`src/rtl/rci_pkg.sv`:
```
// Shared types, widths and register indices for the ray and circle intersection block.
package rci_pkg;

  localparam int unsigned CoordW = 32;
  localparam int unsigned DirW = 16;
  localparam int unsigned RadW = 31;
  localparam int unsigned CfgIdxW = 2;
  localparam int unsigned RootW = 32;
  localparam int unsigned RadicandW = 64;
  localparam int unsigned QuotW = 17;
  localparam int unsigned DivDenW = 31;

  localparam logic [CfgIdxW-1:0] RegCenterX = 2'd0;
  localparam logic [CfgIdxW-1:0] RegCenterY = 2'd1;
  localparam logic [CfgIdxW-1:0] RegRadius = 2'd2;

  typedef struct packed {
    logic signed [CoordW-1:0] start_x;
    logic signed [CoordW-1:0] start_y;
    logic signed [DirW-1:0] dir_x;
    logic signed [DirW-1:0] dir_y;
  } ray_in_t;

  typedef struct packed {
    logic hit;
    logic signed [CoordW-1:0] hit_distance;
    logic signed [DirW-1:0] normal_x;
    logic signed [DirW-1:0] normal_y;
  } ray_out_t;

  // Integer square root, one result bit per cell.
  typedef struct packed {
    logic [RadicandW-1:0] rem;
    logic [RootW-1:0] root;
  } sqrt_cell_t;

  // Restoring division, one quotient bit per cell.
  typedef struct packed {
    logic [DivDenW+QuotW:0] rem;
    logic [QuotW-1:0] quot;
  } div_cell_t;

endpackage

```
`src/rtl/rci_sqrt_cell.sv`:
```
// One stage of a bit-serial integer square root chain, with a payload carried alongside.
module rci_sqrt_cell #(
  parameter int unsigned Step = 0,
  parameter int unsigned PayW = 8
) (
  input  logic clk,
  input  logic rst_n,
  input  logic vld_i,
  input  rci_pkg::sqrt_cell_t dat_i,
  input  logic [PayW-1:0] pay_i,
  output logic vld_o,
  output rci_pkg::sqrt_cell_t dat_o,
  output logic [PayW-1:0] pay_o
);
  // The root bit decided here is bit (RootW-1-Step).
  localparam int unsigned Bit = rci_pkg::RootW - 1 - Step;

  logic [rci_pkg::RadicandW+1:0] trial;
  logic [rci_pkg::RadicandW+1:0] rem_w;
  rci_pkg::sqrt_cell_t dat_nxt;
  rci_pkg::sqrt_cell_t dat_r;
  logic [PayW-1:0] pay_r;
  logic vld_r;

  always_comb begin
    trial = ({34'd0, dat_i.root} << (Bit + 1)) + (66'd1 << (2 * Bit));
    rem_w = {2'b00, dat_i.rem};
    dat_nxt = dat_i;
    if (rem_w >= trial) begin
      dat_nxt.rem = rem_w[rci_pkg::RadicandW-1:0] - trial[rci_pkg::RadicandW-1:0];
      dat_nxt.root[Bit] = 1'b1;
    end
  end

  always_ff @(posedge clk) begin
    if (!rst_n) begin
      vld_r <= 1'b0;
    end else begin
      vld_r <= vld_i;
    end
    dat_r <= dat_nxt;
    pay_r <= pay_i;
  end

  assign vld_o = vld_r;
  assign dat_o = dat_r;
  assign pay_o = pay_r;
endmodule

```
`config.mk`:
```
export PLATFORM = sky130hd
export DESIGN_NAME = rci_sqrt_cell
export DESIGN_NICKNAME = d
export VERILOG_FILES = /design/src/rtl/rci_pkg.sv /design/src/rtl/rci_sqrt_cell.sv
export SDC_FILE = /design/constraint.sdc
export NUM_CORES = 1
export LEC_CHECK = 0
export CAP_MARGIN = 0
export CORE_MARGIN = 1.5
export CORE_UTILIZATION = 35
export DETAILED_ROUTE_END_ITERATION = 8
export DONT_BUFFER_PORTS = 1
export GPL_ROUTABILITY_DRIVEN = 0
export SYNTH_ARGS = -nofsm -noshare
export SYNTH_HDL_FRONTEND = slang
export SYNTH_SLANG_ARGS = --single-unit
export TNS_END_PERCENT = 5
```
`constraint.sdc`:
```
create_clock -name clk -period 4.25 [get_ports clk]
set_clock_uncertainty 0.15 [all_clocks]
set_input_delay 0.425 -clock clk [delete_from_list [all_inputs] [get_ports clk]]
set_output_delay 0.425 -clock clk [all_outputs]
set_load 0.01 [all_outputs]
```
==> results_dict.tcl <==
set metrics [dict create \
    run_status "completed" \
    yosys-mux-area-fraction_pct 0 \
    synth.top_cells.by_count "105 x dfxtp_1, 40 x nand3_1, 36 x a21oi_1, 36 x inv_1" \
    netlist_area_sq_mm 0.00479 \
    hp-class "in -> reg" \
    report.final.setup_viol 0 \
    cts_bufs_inserted 9 \
    synthXorXnorAreaFrac_pct 4.02 \
    synthesis.nets 659 \
    floorplan.initialDensity_pct 36.0 \
    dieArea_sq_mm 0.0144 \
    pwr-share-seq_pct 46.7 \
    synth.top_cell.area_share_pct 43.9 \
    timing.critical_path.cells "inv_1, ha_1, nor4b_1, nand4_1, nor4_2, a211oi_4, and2_2, o41ai_2" \
    vdd_ir_drop_max_uv 187 \
    synthMostInstantiatedCell "dfxtp_1" \
    gr-total-overflow 0 \
    power_density_over_the_cells_mw_per_mm2 420 \
    groute.usage.overall_pct 19.0 \
    swShare_pct 29.6 \
    synth_fa_ha_area_share_pct 9.03 \
    wl_met1_microns 5690 \
    critical_path.startpoint_type "input pin" \
    totalNegativeSetupSlack_ps 0 \
    yosysSeqAreaShare_pct 43.9 \
    antenna_found_initial 0 \
    setup_ws_ps 1390 \
    clockRootBuffer "clkbuf_16" \
    wl_per_cell_microns 18.1 \
    clk_pin_slew_ps 80 \
    antenna-diode-count 0 \
    pre_cts_setup_slack_ps 990 \
    timing_worst_setup_path_type "in -> reg" \
    hpwl_microns 10200 \
    leakage_power_uw 0.00263 \
    rsz0062_at_grt "false" \
    critPathMaxFanout 33 \
    post_route_cells_drive_above_1_share_pct 5.95 \
    worst_ep_required_time_ps 4360 \
    report.final.hold_viol_count 0 \
    largest_net_degree_at_the_start_of_global_routing 34 \
    power.total_uw 2500 \
    yosys_warnings 0 \
    period_share_pct 67.3 \
    detail_route.iter0.violations 234 \
    min_path_cells 1 \
    synth_area_leaders "dfxtp_1 44%, ha_1 8.6%, nand3_1 4.2%, a21oi_1 3.8%, a21o_1 3.0%" \
    clock_network_fraction_of_total_power_pct 34.2 \
    postSynth.asyncResetShare_pct 0 \
    synth-edff-count 0 \
    design.final.nets 724 \
    vias 4033 \
    placeableCoreArea_sq_mm 0.0133 \
    grt_first_pass_wirelength_microns 21200 \
    timing.max_cap.violations 0 \
    achievable-frequency_mhz 350 \
    finalWirelength_microns 13800 \
    cts_hold_buffers 71 \
    grt_pass1_vias 4105 \
    synth_top_flop_cell "dfxtp_1" \
    htree_levels 3 \
    clock-sinks 105 \
    critPathArrivalTime_ps 2970 \
    drc_errors 0 \
    critical_path.slowest_cell "and2_2" \
    ctsResizeCount 0 \
    uppermost_layer_routed "met4" \
    postSynthCellCount 518 \
    crit_path_max_incr_delay_ps 510 \
    power.share.combinational_pct 19.1 \
    cellInternalPower_uw 1760 \
    slew_viol_final 0 \
    chipHeight_microns 120 \
    ys_seq_elements 105 \
    cts_post_setup_buffers_inserted 0 \
    synth_top_family_by_area "compound AO/OA/AOI/OAI gates" \
    route.met3.wl_microns 1200 \
    worst-slew-pin-transition_ps 928 \
    timing.max_slew.rel_slack_pct 38.2 \
    synth_compound_area_share_pct 21.1 \
    wl_met2_microns 6660 \
    netSwitchingPower_uw 740 \
    drt-pass1-iter-count 4 \
    core.rowCount 42 \
    io_buffer_count 0 \
    drt.antenna.violating_nets 0 \
    synth_cell_types 55 \
    period_minus_slack_ps 2860 \
    synthDominantAreaCellType "dfxtp_1" \
    cts_tree "yes" \
    synthToLayoutAreaGrowth_pct 24.3 \
    viasPerCell 5.28 \
    design.portCount 212 \
    clk_path_buf_depth 2 \
    yosys.area_share.simple_pct 17.1 \
    fp.dieW_microns 120 \
    crit_path_capture_type "register" \
    synthesized_area_per_cell_sq_um 9.25 \
]
## final cells by class
cell class / instances / area [sq um]
fill: 1304 / 7340
inverter: 36 / 135
clock buffer: 9 / 225
clock inverter: 7 / 83.8
tap: 176 / 220
multi-input combinational: 358 / 2470
sequential: 105 / 2100
timing repair buffer: 73 / 726
## power groups by stage
| stage | clock (uW) | sequential [uW] | combinational, uW |
|---|---|---|---|
| 5_1_grt | 926 | 1180 | 533 |
| 2_1_floorplan | 0 | 1170 | 349 |
| 4_1_cts | 884 | 1170 | 478 |
| 3_3_place_gp | 0 | 1190 | 418 |
| 6_report | 855 | 1170 | 479 |
| 3_5_place_dp | 0 | 1190 | 423 |
## metrics by stage
stage / std cells / cell area (sq um) / hold WS (ps) / util (%)
after global placement: 677 / 4940 / 303 / 37.1
after detailed placement: 677 / 4940 / 303 / 37.1
final: 764 / 5960 / 29.3 / 44.8
after floorplan: 518 / 4790 / 303 / -
after global routing: 764 / 5960 / 8.37 / 44.8
after CTS: 764 / 5960 / 14.2 / 44.8
## cell families after synthesis
| kind of cell | after synthesis |
|---|---|
| compound gates | 147 |
| flops | 105 |
| fa+ha+maj | 34 |
| simple gates | 155 |
| xor+xnor | 22 |
| buf+inv | 55 |
## cell usage in the layout, fill, tap and decap left out, types with 3 or more instances in the layout
master           n
a21oi_1         36
dfxtp_1        105
nand2b_1         7
nand4_1          5
xnor2_1         12
nand2_1         33
o21a_1           7
or3_1            3
nor2_1          25
o2111ai_1        3
o31ai_4          6
nor4_1           8
dlygate4sd3_1   71
inv_1           36
ha_1            33
and2_1           4
xor2_1          10
and4_1           3
nand3_1         40
a21o_1          19
a211oi_1         4
clkbuf_16        9
nor3_1           4
and3b_1          4
a21boi_0         4
o211ai_1         5
o21ai_1         27
and3_1           7
o21ai_0         19
## worst max-delay path: cells and delay by family
| family | cells | cell delay (ps) |
|---|---|---|
| AOI/OAI and AO/OA | 2 | 540 |
| adders and majority gates | 1 | 500 |
| buffers and inverters | 1 | 20 |
| and+or+nand+nor | 4 | 1470 |
## worst paths after layout
kind                  startpoint        end  slack (ps)
worst max-delay path   dat_i[24]  dat_o[90]        1390
worst min-delay path   dat_i[31]  dat_o[31]          30
## flip-flops by register name, indices dropped and copies added, names as in the netlist
| register | cells |
|---|---|
| vld_o | 1 |
| pay_o | 8 |
| dat_o | 96 |
## layer usage
layer  vias to the layer above  global-route usage (%)
li1                       1977                       -
met1                      1844                    21.6
met2                       192                    32.9
met3                        20                    6.70
met4                         0                    6.77
met5                         -                       0
No activity file was read; power rests on OpenSTA's default activity.
