<file path="config.mk">
export PLATFORM = sky130hd
export DESIGN_NAME = rci_div_cell
export DESIGN_NICKNAME = d
export VERILOG_FILES = /design/src/rtl/rci_pkg.sv /design/src/rtl/rci_div_cell.sv
export SDC_FILE = /design/constraint.sdc
export NUM_CORES = 1
export LEC_CHECK = 0
export BUFFER_PORTS_ARGS = -buffer_cell sky130_fd_sc_hd__buf_2
export CAP_MARGIN = 5
export CORE_ASPECT_RATIO = 2
export CORE_UTILIZATION = 46
export CTS_CLUSTER_SIZE = 12
export DETAILED_ROUTE_END_ITERATION = 12
export PLACE_DENSITY_LB_ADDON = 0.25
export SLEW_MARGIN = 20
export SYNTH_ARGS = -nofsm -noshare
export SYNTH_HDL_FRONTEND = slang
export SYNTH_SLANG_ARGS = --single-unit
</file>
<file path="constraint.sdc">
create_clock -name clk -period 4.3 [get_ports clk]
set_clock_uncertainty 0.2 [all_clocks]
set_input_delay 1.075 -clock clk [delete_from_list [all_inputs] [get_ports clk]]
set_output_delay 1.075 -clock clk [all_outputs]
set_load 0.005 [all_outputs]
</file>
<file path="src/rtl/rci_pkg.sv">
// Shared types, widths and register indices for the ray and circle intersection block.
package rci_pkg;

  localparam int unsigned CoordW = 32;
  localparam int unsigned DirW = 16;
  localparam int unsigned RadW = 31;
  localparam int unsigned CfgIdxW = 2;
  localparam int unsigned RootW = 32;
  localparam int unsigned RadicandW = 64;
  localparam int unsigned QuotW = 17;
  localparam int unsigned DivDenW = 31;

  localparam logic [CfgIdxW-1:0] RegCenterX = 2'd0;
  localparam logic [CfgIdxW-1:0] RegCenterY = 2'd1;
  localparam logic [CfgIdxW-1:0] RegRadius = 2'd2;

  typedef struct packed {
    logic signed [CoordW-1:0] start_x;
    logic signed [CoordW-1:0] start_y;
    logic signed [DirW-1:0] dir_x;
    logic signed [DirW-1:0] dir_y;
  } ray_in_t;

  typedef struct packed {
    logic hit;
    logic signed [CoordW-1:0] hit_distance;
    logic signed [DirW-1:0] normal_x;
    logic signed [DirW-1:0] normal_y;
  } ray_out_t;

  // Integer square root, one result bit per cell.
  typedef struct packed {
    logic [RadicandW-1:0] rem;
    logic [RootW-1:0] root;
  } sqrt_cell_t;

  // Restoring division, one quotient bit per cell.
  typedef struct packed {
    logic [DivDenW+QuotW:0] rem;
    logic [QuotW-1:0] quot;
  } div_cell_t;

endpackage

</file>
<file path="src/rtl/rci_div_cell.sv">
// One stage of a restoring divider chain, with a payload carried alongside.
module rci_div_cell #(
  parameter int unsigned Step = 0,
  parameter int unsigned PayW = 8
) (
  input  logic clk,
  input  logic rst_n,
  input  logic vld_i,
  input  rci_pkg::div_cell_t dat_i,
  input  logic [rci_pkg::DivDenW-1:0] den_i,
  input  logic [PayW-1:0] pay_i,
  output logic vld_o,
  output rci_pkg::div_cell_t dat_o,
  output logic [rci_pkg::DivDenW-1:0] den_o,
  output logic [PayW-1:0] pay_o
);
  localparam int unsigned Bit = rci_pkg::QuotW - 1 - Step;
  localparam int unsigned RemW = rci_pkg::DivDenW + rci_pkg::QuotW + 1;

  logic [RemW-1:0] shd;
  rci_pkg::div_cell_t dat_nxt;
  rci_pkg::div_cell_t dat_r;
  logic [rci_pkg::DivDenW-1:0] den_r;
  logic [PayW-1:0] pay_r;
  logic vld_r;

  always_comb begin
    shd = {{(rci_pkg::QuotW + 1){1'b0}}, den_i} << Bit;
    dat_nxt = dat_i;
    if (dat_i.rem >= shd) begin
      dat_nxt.rem = dat_i.rem - shd;
      dat_nxt.quot[Bit] = 1'b1;
    end
  end

  always_ff @(posedge clk) begin
    if (!rst_n) begin
      vld_r <= 1'b0;
    end else begin
      vld_r <= vld_i;
    end
    dat_r <= dat_nxt;
    den_r <= den_i;
    pay_r <= pay_i;
  end

  assign vld_o = vld_r;
  assign dat_o = dat_r;
  assign den_o = den_r;
  assign pay_o = pay_r;
endmodule

</file>
==> results.ini, run 1 <==
[placed_design]
placed_cell_area_sq_um = 5660
numPortBuffers = 213
hpwl_mm = 9.52
gp_congestion = 0.933

[route]
drc_errors = 0
drt_iter0_drc = 124
viasPerCell = 5.08
vias = 4087
wl_per_cell_um = 14.5
dr.pass1.iters = 4
wl_mm = 11.6
antenna_left = 0

[worst_setup_path]
worstPathRequired_ps = 4330
worstSetupEndpointType = register
start_kind = input port
arrival_ps = 3570
crit_fanout = 4
critPathKind = in -> reg

[finish]
fin_area_sq_um = 5970
final_util_pct = 63.2
finalNetCount = 808
drive_gt1_share_pct = 37.9
area_delta_synth_final_pct = 32.9

[power]
vdd_drop_max_uv = 242
p_leak_nw = 3.01
powerDensity_nw_per_um2 = 418

[timing]
fin_crit_sh_pct = 82.4
hold_violations = 0
max-slew-margin-rel_pct = 65.5
hold_slack_ps = 625
tightest_slew_ps = 514
max_freq_mhz = 282
slew_viol_final = 0
fin_crit_ps = 3540
finalSetupViolCount = 0
finalSetupTns_ps = 0
rsz0062_at_grt = no

[floorplan]
initial_core_util_pct = 47.5
die_h_um = 142
fp.dieW_um = 71.9
core_sq_um = 9450
die_area_sq_um = 10200
row_count = 50
boundaryPins = 214

[cts]
cts_tree = yes
clk_pin_slew_ps = 70
cts_setup_buffers = 0
cts_made_buffers = 9
clock-root-buffer = clkbuf_16
clock_path_buffers = 2
post_cts_resize_count = 0
holdBufCountCts = 0
htreeDepth = 3
clock-sinks = 106

[global_routing]
overflow = 0
track_usage_pct = 22.5
antenna_found_initial = 1
grt_pass1_wl_mm = 17.8
grt_max_degree = 40
grt_pass1_vias = 4038

[yosys]
synth_edf_count = 0
ys.flop_type = dfxtp_1
yosysTopAreaCellShare_pct = 47.3
synth.top_cells.by_count = dfxtp_1, a21oi_1, nor2_1, inv_1, ha_1
ys_warn_count = 0
synth.area.top_cells = dfxtp_1, ha_1, a21oi_1
seq_area_frac_synth_pct = 47.3
ys_ff_latch = 106
synth_fp_nets = 596
ys_types = 54
synthMostInstantiatedCell = dfxtp_1
syn-cell-area_sq_um = 4490
syn_inst = 456
yosys.area.top_type = dfxtp_1
async_flop_share_pct = 0
syn_area_per_cell_sq_um = 9.85

[status]
status = finished, final reports clean

[job]
cap_violations = 0

[worst_hold_path]
min_path_type = in -> reg

-- worst paths after layout --
kind              startpoint                end  cells after the start
hold / removal     dat_i[13]  dat_o[13]$_DFF_P_                      1
setup / recovery   dat_i[33]  dat_o[63]$_DFF_P_                     12
-- cells in the final DEF, fill, tap and decap left out, types with 4 or more instances in the layout --
cell / netlist / layout
xnor2_1: 20 / 20
clkbuf_16: 0 / 9
buf_2: 6 / 213
dfxtp_1: 106 / 106
a21oi_1: 47 / 47
and2_1: 4 / 4
nand2b_1: 5 / 5
nor3_1: 6 / 6
a21oi_2: 6 / 6
nor4_1: 4 / 4
xor2_1: 9 / 9
nor2_1: 41 / 41
o21ai_0: 10 / 10
nand3_1: 8 / 8
mux2_4: 7 / 7
o211ai_1: 4 / 4
a211oi_1: 5 / 5
nor2b_1: 4 / 4
nand2_1: 19 / 19
and3_1: 5 / 5
nand4_1: 7 / 7
inv_1: 38 / 38
ha_1: 31 / 31
inv_6: 0 / 4
a21o_1: 13 / 13
-- where the power goes --
group          internal, mW  leakage, nW  switching (mW)
Combinational         0.275         1.96           0.290
Sequential             1.09        0.894          0.0241
Clock                 0.427        0.150           0.392
-- layout make-up --
cell class / count / area (sq um)
Multi-Input combinational cell: 298 / 2140
Sequential cell: 106 / 2120
Clock inverter: 6 / 67.6
Tap cell: 130 / 163
Fill cell: 820 / 3480
Antenna cell: 1 / 2.50
Inverter: 38 / 143
Timing Repair Buffer: 215 / 1090
Clock buffer: 10 / 239
-- routing by layer --
layer	wire length (um)	up-vias	GRT usage [%]	share of wire, %
li1	-	2008	-	-
met1	3730	1898	19.1	32
met2	6940	156	46.3	60
met3	636	25	4.55	5.5
met4	312	0	11.6	2.7
met5	0	-	0	0
-- cell families (layout without fill, tap and decap cells) --
family | Yosys count | after routing | synth area share [%]
buffers and inverters | 52 | 269 | 5.18
AOI/OAI and AO/OA | 118 | 118 | 18.3
DFF | 106 | 106 | 47.3
other | 0 | 1 | 0
muxes | 7 | 7 | 2.34
adders and majority gates | 32 | 32 | 9.08
xor gates and xnor gates | 29 | 29 | 5.66
and+or+nand+nor | 112 | 112 | 12.1
-- stage by stage --
stage | setup WS (ps) | instances | power (mW)
6_report | 757 | 804 | 2.50
5_1_grt | 617 | 804 | 2.61
4_1_cts | 813 | 803 | 2.52
3_5_place_dp | 467 | 787 | 1.70
3_3_place_gp | 476 | 787 | 1.69
2_1_floorplan | 910 | 456 | 1.47
-- state kept, by name, summed over array words and instances, names as in the netlist --
signal  count
pay_o       8
den_o      31
vld_o       1
dat_o      66
-- worst max-delay path, stage by stage --
cell and delay, ps:
buf_2 90, inv_1 40, ha_1 220, fa_1 400, nor2b_1 160, o21bai_1 110
a21bo_2 240, a41oi_1 400, o21ai_0 240, a21o_1 230, xnor2_1 130, mux2_4 250
Note: power is estimated with default switching activity, not from simulation.
==> run 2, diff against run 1 <==
Settings changed: ABC_AREA from default to 1, CORE_UTILIZATION 46 to 49.
Clock period 4.3 ns to 3.65 ns, I/O delays scaled along.
==> run 2 against run 1 <==
  * Wire length rose by 34%
  * Combinational power up 26%
  * Clock-buffer cell count unchanged
  * Sequential share of layout area shrank 5.2 points
  * Design area increased by 17%
  * Utilization grew 1.4 points
  * Critical path type unchanged
  * Largest power group unchanged
==> results.ini, run 2 <==
[status]
status = finished, final reports clean

[cts]
holdBufCountCts = 0
clock-root-buffer = clkbuf_16
clock_path_buffers = 2
clock-sinks = 106
clk_pin_slew_ps = 70
cts_setup_buffers = 0
cts_made_buffers = 9
htreeDepth = 3
cts_tree = yes
post_cts_resize_count = 0

[timing]
fin_crit_sh_pct = 75.2
hold_slack_ps = 462
tightest_slew_ps = 387
max-slew-margin-rel_pct = 74.0
fin_crit_ps = 2740
rsz0062_at_grt = no
finalSetupTns_ps = 0
max_freq_mhz = 364
slew_viol_final = 0
hold_violations = 0
finalSetupViolCount = 0

[global_routing]
grt_pass1_vias = 5475
grt_max_degree = 35
grt_pass1_wl_mm = 24.4
track_usage_pct = 27.4
overflow = 0
antenna_found_initial = 0

[yosys]
ys_ff_latch = 106
syn-cell-area_sq_um = 5420
synth_edf_count = 0
async_flop_share_pct = 0
yosysTopAreaCellShare_pct = 39.2
syn_area_per_cell_sq_um = 6.60
synthMostInstantiatedCell = nand2_1
syn_inst = 821
synth_fp_nets = 961
yosys.area.top_type = dfxtp_1
synth.area.top_cells = dfxtp_1, nand2_1, inv_1
seq_area_frac_synth_pct = 39.2
synth.top_cells.by_count = nand2_1, inv_1, dfxtp_1, nor2_1, nand4_1
ys.flop_type = dfxtp_1
ys_warn_count = 0
ys_types = 27

[route]
wl_per_cell_um = 13.1
antenna_left = 0
drt_iter0_drc = 179
dr.pass1.iters = 4
drc_errors = 0
vias = 5682
wl_mm = 15.6
viasPerCell = 4.80

[worst_setup_path]
critPathKind = in -> reg
cp_num_buf_inv = 4
path_cells = buf_2 -> inv_1 -> ha_1 -> fa_1 -> inv_1 -> nand2_1 -> nand2_1 -> nand3_1 -> nand2_1 -> nand2_1 -> nand2_1 -> nand2_1 -> nand3_1 -> nand2_1 -> nand2_1 -> inv_1
crit_path_max_incr_delay_ps = 410
crit_family = simple AND/OR/NAND/NOR gates
slowest_stage = fa_1
crit_fanout = 3
worstPathRequired_ps = 3700
cp_common_cell = nand2_1
start_kind = input port
arrival_ps = 2790
worstSetupEndpointType = register

[placed_design]
numPortBuffers = 213
hpwl_mm = 12.8
gp_congestion = 0.977

[power]
powerDensity_nw_per_um2 = 440
vdd_drop_max_uv = 301
p_leak_nw = 4.33

[finish]
largest_reg_flops = 66
final_common_cell = nand2_1
finalNetCount = 1180
drive_gt1_share_pct = 23.7
n_antenna_cell = 0
final_util_pct = 64.5
area_delta_synth_final_pct = 28.8
final_cell_mix = nand2_1, buf_2, inv_1

[floorplan]
die_h_um = 151
boundaryPins = 214
fp.dieW_um = 76.4
die_area_sq_um = 11500
row_count = 54
core_sq_um = 10800
initial_core_util_pct = 50.1

[job]
cap_violations = 0

[worst_hold_path]
min_path_type = in -> reg

run 2: cell types whose count changed in the layout (fill, tap and decap cells not counted), sizes merged, moves of 11 or more:
cell / change
nand4: +30
nand2: +309
a21o: -11
xnor2: -19
nand3: +22
a21oi: -37
o21ai: -11
inv: +137
run 2: worst paths after layout:
check	endpoint	slack [ps]	from	depth (start not counted)
max	dat_o[65]$_DFF_P_	910	dat_i[33]	16
min	pay_o[0]$_DFF_P_	460	pay_i[0]	1
run 2: cell type report:
type | count | area [sq um]
clock inverter | 5 | 87.6
sequential | 106 | 2120
timing repair buffer | 220 | 1130
fill | 1078 | 3830
clock buffer | 10 | 239
multi-input combinational | 525 | 2550
inverter | 178 | 668
tap | 140 | 175
run 2: per-stage QoR:
step	total power [mW]	std cells	worst slack, ps	instance area (sq um)
after floorplan	1.74	821	1020	5420
after global placement	2.03	1169	598	6650
after detailed placement	2.04	1169	570	6650
after CTS	3.10	1184	939	6980
after global routing	3.25	1184	791	6980
final	3.07	1184	906	6980
run 2: power by group:
group / total [mW] / internal (mW) / leakage, nW / switching (mW)
Clock: 1.06 / 0.622 / 0.157 / 0.435
Combinational: 0.714 / 0.290 / 3.28 / 0.424
Sequential: 1.30 / 1.27 / 0.894 / 0.0265
Total: 3.07 / 2.19 / 4.33 / 0.886
run 2: kinds of logic (layout without fill, tap and decap cells):
kind of cell / Yosys count / count (layout) / share of synthesized area, %
buffers and inverters: 190 / 413 / 13.7
AND/OR/NAND/NOR: 459 / 459 / 35.3
adder cells (fa/ha/maj): 32 / 32 / 7.53
XOR/XNOR: 15 / 15 / 2.43
flip-flops: 106 / 106 / 39.2
AO/OA/AOI/OAI: 19 / 19 / 1.85
run 2: routing by layer:
layer	part of all wire, %	wire, um	up-vias	track usage, %
li1	-	-	2900	-
met1	32	5020	2536	22.4
met2	57	8910	195	55.9
met3	4.7	735	51	6.00
met4	5.8	900	0	18.9
met5	0	0	-	0
